[src/rtl/tvbe_pkg.sv]
// Shared types, constants and codes for the typed value bit encoder.
package tvbe_pkg;

  localparam int VALUE_WIDTH = 64;
  localparam int CHUNK_W     = 32;
  localparam int LEN_W       = 6;
  localparam int CMD_W       = 3;
  localparam int COUNT_W     = 6;
  localparam int EXP_W       = 16;
  localparam int GROUP_W     = 7;
  localparam int BYTE_W      = 8;
  localparam int BYTES_W     = 3;
  localparam int WORK_W      = (VALUE_WIDTH > CHUNK_W) ? VALUE_WIDTH : CHUNK_W;

  localparam logic [COUNT_W-1:0] MAX_BITS = COUNT_W'(CHUNK_W);

  typedef enum logic [CMD_W-1:0] {
    CMD_NBIT     = 3'd0,
    CMD_BOOL     = 3'd1,
    CMD_UNSIGNED = 3'd2,
    CMD_SIGNED   = 3'd3,
    CMD_FLOAT    = 3'd4
  } cmd_t;

  typedef enum logic [2:0] {
    SEL_RAW,
    SEL_BYTE,
    SEL_SIGN,
    SEL_ESIGN,
    SEL_GROUP
  } sel_t;

  typedef enum logic [2:0] {
    ST_IDLE,
    ST_RAW,
    ST_BYTE,
    ST_SSIGN,
    ST_FSIGN,
    ST_FGROUP,
    ST_ESIGN,
    ST_GROUP
  } state_t;

  // controller to datapath
  typedef struct packed {
    logic load;
    logic emit;
    sel_t sel;
    logic last;
  } dp_cmd_t;

  // datapath to controller
  typedef struct packed {
    logic n_zero;
    logic byte_mode;
    logic more;
    logic bytes_last;
    logic out_free;
  } dp_stat_t;

endpackage

[src/rtl/tvbe_ctrl.sv]
// Controller state machine: sequences the chunks of one item.
module tvbe_ctrl (
  input  logic              clk,
  input  logic              rst_n,
  input  logic              in_valid,
  output logic              in_ready,
  input  logic [2:0]        in_command,
  input  tvbe_pkg::dp_stat_t stat,
  output tvbe_pkg::dp_cmd_t  cmd
);
  import tvbe_pkg::*;

  state_t state_r, state_nxt;

  // hold the state
  always_ff @(posedge clk) begin
    if (!rst_n) begin
      state_r <= ST_IDLE;
    end else begin
      state_r <= state_nxt;
    end
  end

  // choose the next state and the datapath command
  always_comb begin
    state_nxt = state_r;
    in_ready  = 1'b0;
    cmd.load  = 1'b0;
    cmd.emit  = 1'b0;
    cmd.sel   = SEL_RAW;
    cmd.last  = 1'b0;
    case (state_r)
      ST_IDLE: begin
        in_ready = 1'b1;
        if (in_valid) begin
          cmd.load = 1'b1;
          case (in_command)
            CMD_NBIT: begin
              if (stat.n_zero) state_nxt = ST_IDLE;
              else if (stat.byte_mode) state_nxt = ST_BYTE;
              else state_nxt = ST_RAW;
            end
            CMD_BOOL:     state_nxt = ST_RAW;
            CMD_UNSIGNED: state_nxt = ST_GROUP;
            CMD_SIGNED:   state_nxt = ST_SSIGN;
            CMD_FLOAT:    state_nxt = ST_FSIGN;
            default:      state_nxt = ST_IDLE;
          endcase
        end
      end
      ST_RAW: begin
        cmd.sel  = SEL_RAW;
        cmd.last = 1'b1;
        if (stat.out_free) begin
          cmd.emit  = 1'b1;
          state_nxt = ST_IDLE;
        end
      end
      ST_BYTE: begin
        cmd.sel  = SEL_BYTE;
        cmd.last = stat.bytes_last;
        if (stat.out_free) begin
          cmd.emit = 1'b1;
          if (stat.bytes_last) state_nxt = ST_IDLE;
        end
      end
      ST_SSIGN: begin
        cmd.sel = SEL_SIGN;
        if (stat.out_free) begin
          cmd.emit  = 1'b1;
          state_nxt = ST_GROUP;
        end
      end
      ST_FSIGN: begin
        cmd.sel = SEL_SIGN;
        if (stat.out_free) begin
          cmd.emit  = 1'b1;
          state_nxt = ST_FGROUP;
        end
      end
      ST_FGROUP: begin
        cmd.sel = SEL_GROUP;
        if (stat.out_free) begin
          cmd.emit = 1'b1;
          if (!stat.more) state_nxt = ST_ESIGN;
        end
      end
      ST_ESIGN: begin
        cmd.sel = SEL_ESIGN;
        if (stat.out_free) begin
          cmd.emit  = 1'b1;
          state_nxt = ST_GROUP;
        end
      end
      ST_GROUP: begin
        cmd.sel  = SEL_GROUP;
        cmd.last = !stat.more;
        if (stat.out_free) begin
          cmd.emit = 1'b1;
          if (!stat.more) state_nxt = ST_IDLE;
        end
      end
      default: begin
        state_nxt = ST_IDLE;
      end
    endcase
  end

`ifndef SYNTH
  // a word is only pushed into a free output register
  a_emit_free: assert property (@(posedge clk) disable iff (!rst_n)
    cmd.emit |-> stat.out_free)
    else $error("chunk emitted into a full output register");

  // the final chunk of an item returns the controller to idle
  a_last_idle: assert property (@(posedge clk) disable iff (!rst_n)
    (cmd.emit && cmd.last) |=> (state_r == ST_IDLE))
    else $error("controller busy after final chunk");

  // a zero width n-bit item leaves nothing to emit
  a_zero_width: assert property (@(posedge clk) disable iff (!rst_n)
    (in_valid && in_ready && (in_command == CMD_NBIT) && stat.n_zero) |=> in_ready)
    else $error("zero width item did not complete at once");

  // the float mantissa groups hand over to the exponent sign
  a_float_seq: assert property (@(posedge clk) disable iff (!rst_n)
    (state_r == ST_FGROUP && cmd.emit && !stat.more) |=> (state_r == ST_ESIGN))
    else $error("exponent not started after mantissa");
`endif

endmodule

[src/rtl/tvbe_dp.sv]
// Datapath: working value, mode register and chunk output register.
module tvbe_dp (
  input  logic                         clk,
  input  logic                         rst_n,
  input  logic                         cfg_valid,
  input  logic                         cfg_data,
  input  logic [2:0]                   in_command,
  input  logic [63:0]                  in_value,
  input  logic [5:0]                   in_bit_count,
  input  logic signed [15:0]           in_exponent_value,
  output logic                         out_valid,
  input  logic                         out_ready,
  output logic [31:0]                  out_chunk_bits,
  output logic [5:0]                   out_chunk_length,
  output logic                         out_last,
  input  tvbe_pkg::dp_cmd_t            cmd,
  output tvbe_pkg::dp_stat_t           stat
);
  import tvbe_pkg::*;

  logic                   byte_mode_r;
  logic [WORK_W-1:0]      work_r, work_nxt;
  logic [EXP_W-1:0]       emag_r;
  logic                   sign_r, esign_r;
  logic [LEN_W-1:0]       len_r;
  logic [BYTES_W-1:0]     bytes_r, bytes_nxt;
  logic                   out_valid_r;
  logic [CHUNK_W-1:0]     chunk_r, chunk_nxt;
  logic [LEN_W-1:0]       clen_r, clen_nxt;
  logic                   last_r;

  logic [VALUE_WIDTH-1:0] v;
  logic [VALUE_WIDTH-1:0] nmask;
  logic [VALUE_WIDTH-1:0] mag;
  logic [COUNT_W-1:0]     nsat;
  logic                   more;

  // mode register; the user must write it only while idle, the block itself does not enforce it
  always_ff @(posedge clk) begin
    if (!rst_n) begin
      byte_mode_r <= 1'b0;
    end else if (cfg_valid) begin
      byte_mode_r <= cfg_data;
    end
  end

  // decode the incoming word
  always_comb begin
    v    = in_value[VALUE_WIDTH-1:0];
    nsat = (in_bit_count > MAX_BITS) ? MAX_BITS : in_bit_count;
    for (int i = 0; i < VALUE_WIDTH; i++) begin
      nmask[i] = (i < int'(nsat));
    end
    mag       = v[VALUE_WIDTH-1] ? ~v : v;
    bytes_nxt = BYTES_W'((nsat + COUNT_W'(7)) >> 3);
    case (in_command)
      CMD_NBIT:     work_nxt = WORK_W'(v & nmask);
      CMD_BOOL:     work_nxt = WORK_W'(v[0]);
      CMD_UNSIGNED: work_nxt = WORK_W'(v);
      CMD_SIGNED:   work_nxt = WORK_W'(mag);
      CMD_FLOAT:    work_nxt = WORK_W'(mag);
      default:      work_nxt = '0;
    endcase
  end

  assign more = |work_r[WORK_W-1:GROUP_W];

  // load the item, then advance the working value per chunk
  always_ff @(posedge clk) begin
    if (cmd.load) begin
      work_r  <= work_nxt;
      sign_r  <= v[VALUE_WIDTH-1];
      esign_r <= in_exponent_value[EXP_W-1];
      emag_r  <= in_exponent_value[EXP_W-1] ? ~in_exponent_value : in_exponent_value;
      len_r   <= (in_command == CMD_BOOL) ? LEN_W'(1) : LEN_W'(nsat);
      bytes_r <= bytes_nxt;
    end else if (cmd.emit) begin
      case (cmd.sel)
        SEL_BYTE: begin
          work_r  <= work_r >> BYTE_W;
          bytes_r <= bytes_r - BYTES_W'(1);
        end
        SEL_GROUP: work_r <= work_r >> GROUP_W;
        SEL_ESIGN: work_r <= WORK_W'(emag_r);
        default:   work_r <= work_r;
      endcase
    end
  end

  // form the chunk for the selected kind
  always_comb begin
    case (cmd.sel)
      SEL_RAW: begin
        chunk_nxt = work_r[CHUNK_W-1:0];
        clen_nxt  = len_r;
      end
      SEL_BYTE: begin
        chunk_nxt = CHUNK_W'(work_r[BYTE_W-1:0]);
        clen_nxt  = LEN_W'(BYTE_W);
      end
      SEL_SIGN: begin
        chunk_nxt = CHUNK_W'(sign_r);
        clen_nxt  = LEN_W'(1);
      end
      SEL_ESIGN: begin
        chunk_nxt = CHUNK_W'(esign_r);
        clen_nxt  = LEN_W'(1);
      end
      SEL_GROUP: begin
        chunk_nxt = CHUNK_W'({more, work_r[GROUP_W-1:0]});
        clen_nxt  = LEN_W'(BYTE_W);
      end
      default: begin
        chunk_nxt = '0;
        clen_nxt  = LEN_W'(1);
      end
    endcase
  end

  // output register: fill on emit, drop when taken
  always_ff @(posedge clk) begin
    if (!rst_n) begin
      out_valid_r <= 1'b0;
    end else if (cmd.emit) begin
      out_valid_r <= 1'b1;
    end else if (out_ready) begin
      out_valid_r <= 1'b0;
    end
  end

  always_ff @(posedge clk) begin
    if (cmd.emit) begin
      chunk_r <= chunk_nxt;
      clen_r  <= clen_nxt;
      last_r  <= cmd.last;
    end
  end

  assign out_valid        = out_valid_r;
  assign out_chunk_bits   = chunk_r;
  assign out_chunk_length = clen_r;
  assign out_last         = last_r;

  assign stat.n_zero     = (nsat == '0);
  assign stat.byte_mode  = byte_mode_r;
  assign stat.more       = more;
  assign stat.bytes_last = (bytes_r == BYTES_W'(1));
  assign stat.out_free   = !out_valid_r || out_ready;

endmodule

[src/rtl/exi_typed_value_bit_encoder_top.sv]
// Top level of the typed value bit encoder: controller plus datapath.
//
// Usage:
//   in_*  : one typed value per word (command, value, bit_count, exponent).
//   out_* : one bit chunk per word, right aligned, out_last on the final one.
//   cfg_* : writes the byte_mode bit; cfg_ready is always high. Write it
//           only while no item is in flight.
// Order: an accepted item is loaded into the working value; the controller then
//   emits its first chunk into the output register once that register is free.
// Throughput: the controller emits one chunk per cycle into a single output
//   register while that register is free; an item yields at most 14 chunks.
// Stall: while the output register is full and out_ready is low the controller
//   holds and the output register keeps its word. The next item is taken while
//   the last chunk of the previous one still waits in the output register.
// Reset: synchronous, active low rst_n; clears the controller, the output
//   valid flag and byte_mode (bit-packed mode).
module exi_typed_value_bit_encoder_top (
  input  logic               clk,
  input  logic               rst_n,
  input  logic               cfg_valid,
  output logic               cfg_ready,
  input  logic               cfg_data,
  input  logic               in_valid,
  output logic               in_ready,
  input  logic [2:0]         in_command,
  input  logic [63:0]        in_value,
  input  logic [5:0]         in_bit_count,
  input  logic signed [15:0] in_exponent_value,
  output logic               out_valid,
  input  logic               out_ready,
  output logic [31:0]        out_chunk_bits,
  output logic [5:0]         out_chunk_length,
  output logic               out_last
);
  import tvbe_pkg::*;

  dp_cmd_t  cmd;
  dp_stat_t stat;

  assign cfg_ready = 1'b1;

  tvbe_ctrl u_ctrl (
    .clk        (clk),
    .rst_n      (rst_n),
    .in_valid   (in_valid),
    .in_ready   (in_ready),
    .in_command (in_command),
    .stat       (stat),
    .cmd        (cmd)
  );

  tvbe_dp u_dp (
    .clk               (clk),
    .rst_n             (rst_n),
    .cfg_valid         (cfg_valid),
    .cfg_data          (cfg_data),
    .in_command        (in_command),
    .in_value          (in_value),
    .in_bit_count      (in_bit_count),
    .in_exponent_value (in_exponent_value),
    .out_valid         (out_valid),
    .out_ready         (out_ready),
    .out_chunk_bits    (out_chunk_bits),
    .out_chunk_length  (out_chunk_length),
    .out_last          (out_last),
    .cmd               (cmd),
    .stat              (stat)
  );

endmodule

[config.mk]
export PLATFORM = sky130hd
export DESIGN_NAME = exi_typed_value_bit_encoder_top
export DESIGN_NICKNAME = d
export VERILOG_FILES = /design/src/rtl/tvbe_pkg.sv /design/src/rtl/tvbe_ctrl.sv /design/src/rtl/tvbe_dp.sv /design/src/rtl/exi_typed_value_bit_encoder_top.sv
export SDC_FILE = /design/constraint.sdc
export NUM_CORES = 1
export LEC_CHECK = 0
export ABC_AREA = 1
export BUFFER_PORTS_ARGS = -buffer_cell sky130_fd_sc_hd__buf_2
export CAP_MARGIN = 5
export CORE_AREA = 2 2 142 144
export DETAILED_ROUTE_END_ITERATION = 8
export DIE_AREA = 0 0 144 146
export SLEW_MARGIN = 20
export SYNTH_ARGS = -nofsm -noshare
export SYNTH_HDL_FRONTEND = slang
export SYNTH_SLANG_ARGS = --single-unit
[constraint.sdc]
create_clock -name clk -period 17.8 [get_ports clk]
set_input_delay 0.89 -clock clk [delete_from_list [all_inputs] [get_ports clk]]
set_output_delay 0.89 -clock clk [all_outputs]
set_load 0.005 [all_outputs]
Yosys cells after proc, flatten, opt, wreduce, memory -nomap -nowiden
Cells that the tools add are included.
- register bits: 135
- output and inout bits: 42
- input port bits: 95
- logic and storage cells: 162
- muxes and demuxes: 34
- bitwise gates (word level): 3
- $add $sub $neg: 2
- reductions and logical operators: 20
- eq/ne operators: 26
- magnitude comparators: 64
- operator list (kind ; number):
    $pmux W64 S4 ; 1
    $mux W64 ; 3
    $pmux W64 S3 ; 1
    $lt A6 B6 Y1 const A ; 31
    $pmux W32 S5 ; 1
    $lt A5 B6 Y1 const A ; 16
    $and A64 B63 Y64 ; 1
    $not A64 Y64 ; 1
    $reduce_or A57 Y1 ; 1
    $lt A4 B6 Y1 const A ; 8
    $mux W3 ; 14
    $lt A3 B6 Y1 const A ; 4
    $pmux W3 S7 ; 1
    $pmux W4 S5 ; 1
    $eq A3 B2 Y1 const B ; 6
    $eq A3 B3 Y1 const B ; 6
    $ne A2 B2 Y1 const B ; 8
    $not A16 Y16 ; 1
    $mux W15 ; 1
    $pmux W3 S5 ; 1
    $eq A3 B1 Y1 const B ; 4
    $lt A1 B6 Y1 const A ; 2
    $lt A2 B6 Y1 const A ; 2
    $pmux W6 S2 ; 1
    17 further kinds ; 33

Depth between registers and ports, before layout
- depth after elaboration: 8
- gate-level depth with buffers: 12
- gate-level depth less buffers: 12

Hierarchy
A second synthesis with hierarchy kept.
- cells, all modules: 921
- area, all modules: 7797.5 µm²
- by module, submodules not included (module ; instances ; sequential area each (µm²) ; cells each ; area each (µm²)):
    tvbe_dp ; 1 ; 3943.8 ; 857 ; 7448.4
    tvbe_ctrl ; 1 ; 60.1 ; 62 ; 337.8
    exi_typed_value_bit_encoder_top ; 1 ; 0.0 ; 2 ; 11.3

Least setup slack after synthesis
No wires, ideal clock.
- path kind: in2reg
- start: input out_ready
- end: register u_dp.work_r[0], enable pin
- setup time: 0.574 ns
- buffers on the path: 0
- arrival time: 5.620 ns
- setup slack: 11.606 ns
- stages on the path: 3
- required time: 17.226 ns
- cell sequence: or2_2 > inv_1 > o21ai_0
- cells in the longest elaborated chain, start to end: 5
- ends and longest elaborated chain (element ; line ; text):
    start, declared ; exi_typed_value_bit_encoder_top.sv:30 ; input logic out_ready,
    $logic_or A1 B1 Y1 ; tvbe_dp.sv:148 ; assign stat.out_free = !out_valid_r || out_ready;
    $mux W1 ; - ;
    $pmux W4 S5 ; tvbe_ctrl.sv:32 ; case (state_r)
    $reduce_bool A2 Y1 (no line) ; - ;
    $reduce_and A2 Y1 (no line) ; - ;
    end signal, assigned ; tvbe_dp.sv:71 ; work_r <= work_nxt;
    end signal, assigned ; tvbe_dp.sv:80 ; work_r <= work_r >> BYTE_W;
    end signal, assigned ; tvbe_dp.sv:83 ; SEL_GROUP: work_r <= work_r >> GROUP_W;
    end, declared ; tvbe_dp.sv:22 ; logic [WORK_W-1:0] work_r, work_nxt;
Every way passes these cells.
A chain may end at the register's enable or synchronous reset.

Worst setup path after layout
- start: register u_ctrl.state_r[0]
- end: register u_dp.work_r[63], enable pin
- cells in the longest elaborated chain, start to end: 6
- elaborated cells on any way between the ends: 18
- classes of those cells: 10 x eq/ne; 2 x mux; 6 x reduce/logical
- ends and longest elaborated chain (element ; line ; text):
    start, declared ; tvbe_ctrl.sv:13 ; state_t state_r, state_nxt;
    start signal, assigned ; tvbe_ctrl.sv:20 ; state_r <= state_nxt;
    $eq A3 B3 Y1 / $eq A3 B2 Y1 (equally long branches) ; tvbe_ctrl.sv:32 ;
    $reduce_or A2 Y1 (no line) ; - ;
    $pmux W4 S5 ; tvbe_ctrl.sv:32 ;
    $eq A3 B2 Y1 (tied with other cells) ; tvbe_dp.sv:78 ; case (cmd.sel)
    $reduce_bool A4 Y1 (no line) ; - ;
    $reduce_and A2 Y1 (no line) (*) ; - ;
    end signal, assigned ; tvbe_dp.sv:80 ;
    end signal, assigned ; tvbe_dp.sv:83 ;
    end signal, assigned ; tvbe_dp.sv:84 ; SEL_ESIGN: work_r <= WORK_W'(emag_r);
Every way passes the cells marked *; elsewhere a longest branch is shown, timed or not.

==> reports/results.ini <==
[route]
m1WireLength_mm=9.86
met3_length_mm=1.56
first_pass_iters=5
routed_wl_mm=22.9
drc=0
wl_per_cell_um=18.5
routed.top_layer=met5
routed_via_density=5.32
vias=6579
drt_iter0_drc=562
wl_met2_mm=11.1
ant_nets=0

[placement]
placed_cells=1203
port_buffers=135
place.gp.congestion=0.922
place_hpwl_mm=16.5

[finish]
final_layout_size_suffix_gt1_share_pct=21.9
most-common-layout-cells=135 x buf_2, 130 x nand2_1, 130 x edfxtp_1
syn_to_final_growth_pct=18.5
nets=1055
layout_commonest_cell=buf_2
instances_no_fill=1236
fillers=1909

[setup_path]
crit_type=flop to flop
crit_fanout=73
cpMaxStageDelayCell=clkinv_1
required_ns=17.85
cp_num_buf_inv=3
crit_family=buffers and inverters
cpPeakStageDelay_ns=0.92
cp-end-kind=flop
worstPathArrival_ns=4.08
worstSetupStartpointType=flop
cp_cell_sequence=nor2_4 -> nand2_2 -> nor2_4 -> buf_4 -> clkinv_1 -> o21ai_4 -> buf_4

[power_and_ir_drop]
seqPwrFrac_pct=43.3
power.density_nw_per_um2=170
power.leakage_nw=3.78
p_sw_share_pct=37.0
power.internal_uw=971
vdd_drop_max_mv=0.0854
p_sw_uw=570
combPwrFrac_pct=34.7
clock_power_share_pct=22.0

[die]
die_h_um=146
core_um2=19300
rows=51
ios=137
start_util_pct=39.6
die_area_um2=21000
die_x_um=144

[clocking]
tritoncts=yes
cts_setup_buffers=0
clock_latency_ns=0.42
cts_num_sinks=135
cts_buffers=17
clockRootBuffer=clkbuf_16
clockBufferDepth=2
ctsHoldBuffers=0
cts_resized=0
htreeDepth=4
clk_pin_slew_ns=0.06

[grt]
grt_max_degree=74
grt_pass1_vias=6374
grt_pass1_wl_mm=35.3
antenna_found_initial=4
grt.overflow.total=0
track_usage_pct=22.1

[sta]
skew_ns=0.00612
drv_slew=0
tightest_slew_ns=0.985
hold_slack_ns=0.550
max_freq_mhz=249
fin_crit_sh_pct=22.6
slew_headroom_pct=34.2
setup_viol=0
fin_crit_ns=4.02
hold_viol=0
rsz0062_at_grt=false
tns_ns=0

[synthesis]
synth_edf_count=130
syn_nets=936
synthArstFlopShare_pct=0
yosys_warnings=0
ys_types=53
synth-seq-area-share_pct=52.3
syn_area_um2=7660
syn_area_per_cell_um2=9.13
synthFlopType=edfxtp_1
ys_ff_latch=135
synth_cells=839

[outcome]
status=complete, no violations

[hold_path]
worst_hold_path_type=flop to flop

[flow_run]
cap_violations=0

## cells in the mapped netlist (11+ instances only)
master,number,area share [%]
a21oi_1,42,2.7
a22oi_1,29,2.8
buf_2,17,1.1
clkbuf_1,13,0.64
edfxtp_1,130,51
inv_1,86,4.2
nand2_1,130,6.4
nand3_1,19,1.2
nand4_1,11,0.90
nor2_1,102,5.0
o211ai_1,19,1.9
o21ai_0,67,4.4
o21ai_1,19,1.2
o22ai_1,34,2.8
xor2_1,17,1.9
## stage by stage
| stage | total power [mW] | util, % | cell area, µm² | setup slack [ns] |
|---|---|---|---|---|
| 6_report | 1.54 | 46.9 | 9070 | 13.78 |
| 5_1_grt | 1.64 | 46.9 | 9070 | 13.48 |
| 4_1_cts | 1.54 | 46.8 | 9050 | 13.71 |
| 3_5_place_dp | 1.20 | 43.9 | 8490 | 13.40 |
| 3_3_place_gp | 1.19 | 43.9 | 8490 | 13.41 |
| 2_1_floorplan | 1.01 | - | 7660 | 11.61 |
## path summary, 6_finish.rpt
check / start / endpoint / slack (ns) / cells after the start
worst max register to register: u_ctrl.state_r[0] / u_dp.work_r[63] / 13.78 / 7
worst min register to register: u_dp.len_r[4] / u_dp.out_chunk_length[4] / 0.55 / 2
worst max-delay path: u_ctrl.state_r[0] / u_dp.work_r[63] / 13.78 / 7
worst min-delay path: u_dp.len_r[4] / u_dp.out_chunk_length[4] / 0.55 / 2
## registers in the layout, summed over array words and instances, names as in the netlist
register	cells
u_ctrl.state_r	3
u_dp.byte_mode_r	1
u_dp.bytes_r	3
u_dp.emag_r	16
u_dp.esign_r	1
u_dp.len_r	6
u_dp.out_chunk_bits	32
u_dp.out_chunk_length	6
u_dp.out_last	1
u_dp.out_valid	1
u_dp.sign_r	1
u_dp.work_r	64
## power by group through the flow
stage / clock, mW / sequential (mW) / combinational, mW
detailed placement: 0 / 0.674 / 0.527
global placement: 0 / 0.673 / 0.522
global route: 0.358 / 0.681 / 0.602
floorplan: 0 / 0.666 / 0.345
finish: 0.340 / 0.667 / 0.535
CTS: 0.343 / 0.668 / 0.531
## cell type report
type / instances / area, µm² / share of cell area (%)
flip-flops and latches: 135 / 4000 / 44.1
multi-input cells: 567 / 3080 / 34.0
repair buffers: 139 / 718 / 7.92
clock buffers: 17 / 425 / 4.69
inverters: 98 / 373 / 4.11
well taps: 265 / 332 / 3.65
clock inverters: 14 / 136 / 1.50
diodes: 1 / 2.50 / 0.0276
## logic make-up (layout without fill, tap and decap cells)
group | after synthesis | count (layout) | share of synthesized area [%]
other | 2 | 3 | 0.0981
adders and majority gates | 2 | 2 | 0.327
DFF | 135 | 135 | 52.3
buffers and inverters | 137 | 268 | 7.75
AOI/OAI and AO/OA | 247 | 247 | 20.2
and+or+nand+nor | 299 | 299 | 17.4
xor gates and xnor gates | 17 | 17 | 1.94
## metal layers
layer / track usage [%] / up-vias
met2: 36.0 / 255
met4: 7.01 / 4
li1: - / 3192
met3: 4.61 / 29
met1: 29.6 / 3099
met5: 0 / -
## worst register-to-register path, cell delays in order (launching register included)
cell and delay [ns]:
dfxtp_1 0.40, nor2_4 0.18, nand2_2 0.13, nor2_4 0.10, buf_4 0.65, clkinv_1 0.93
o21ai_4 0.61, buf_4 0.62
Note: power is estimated with default switching activity, not from simulation.
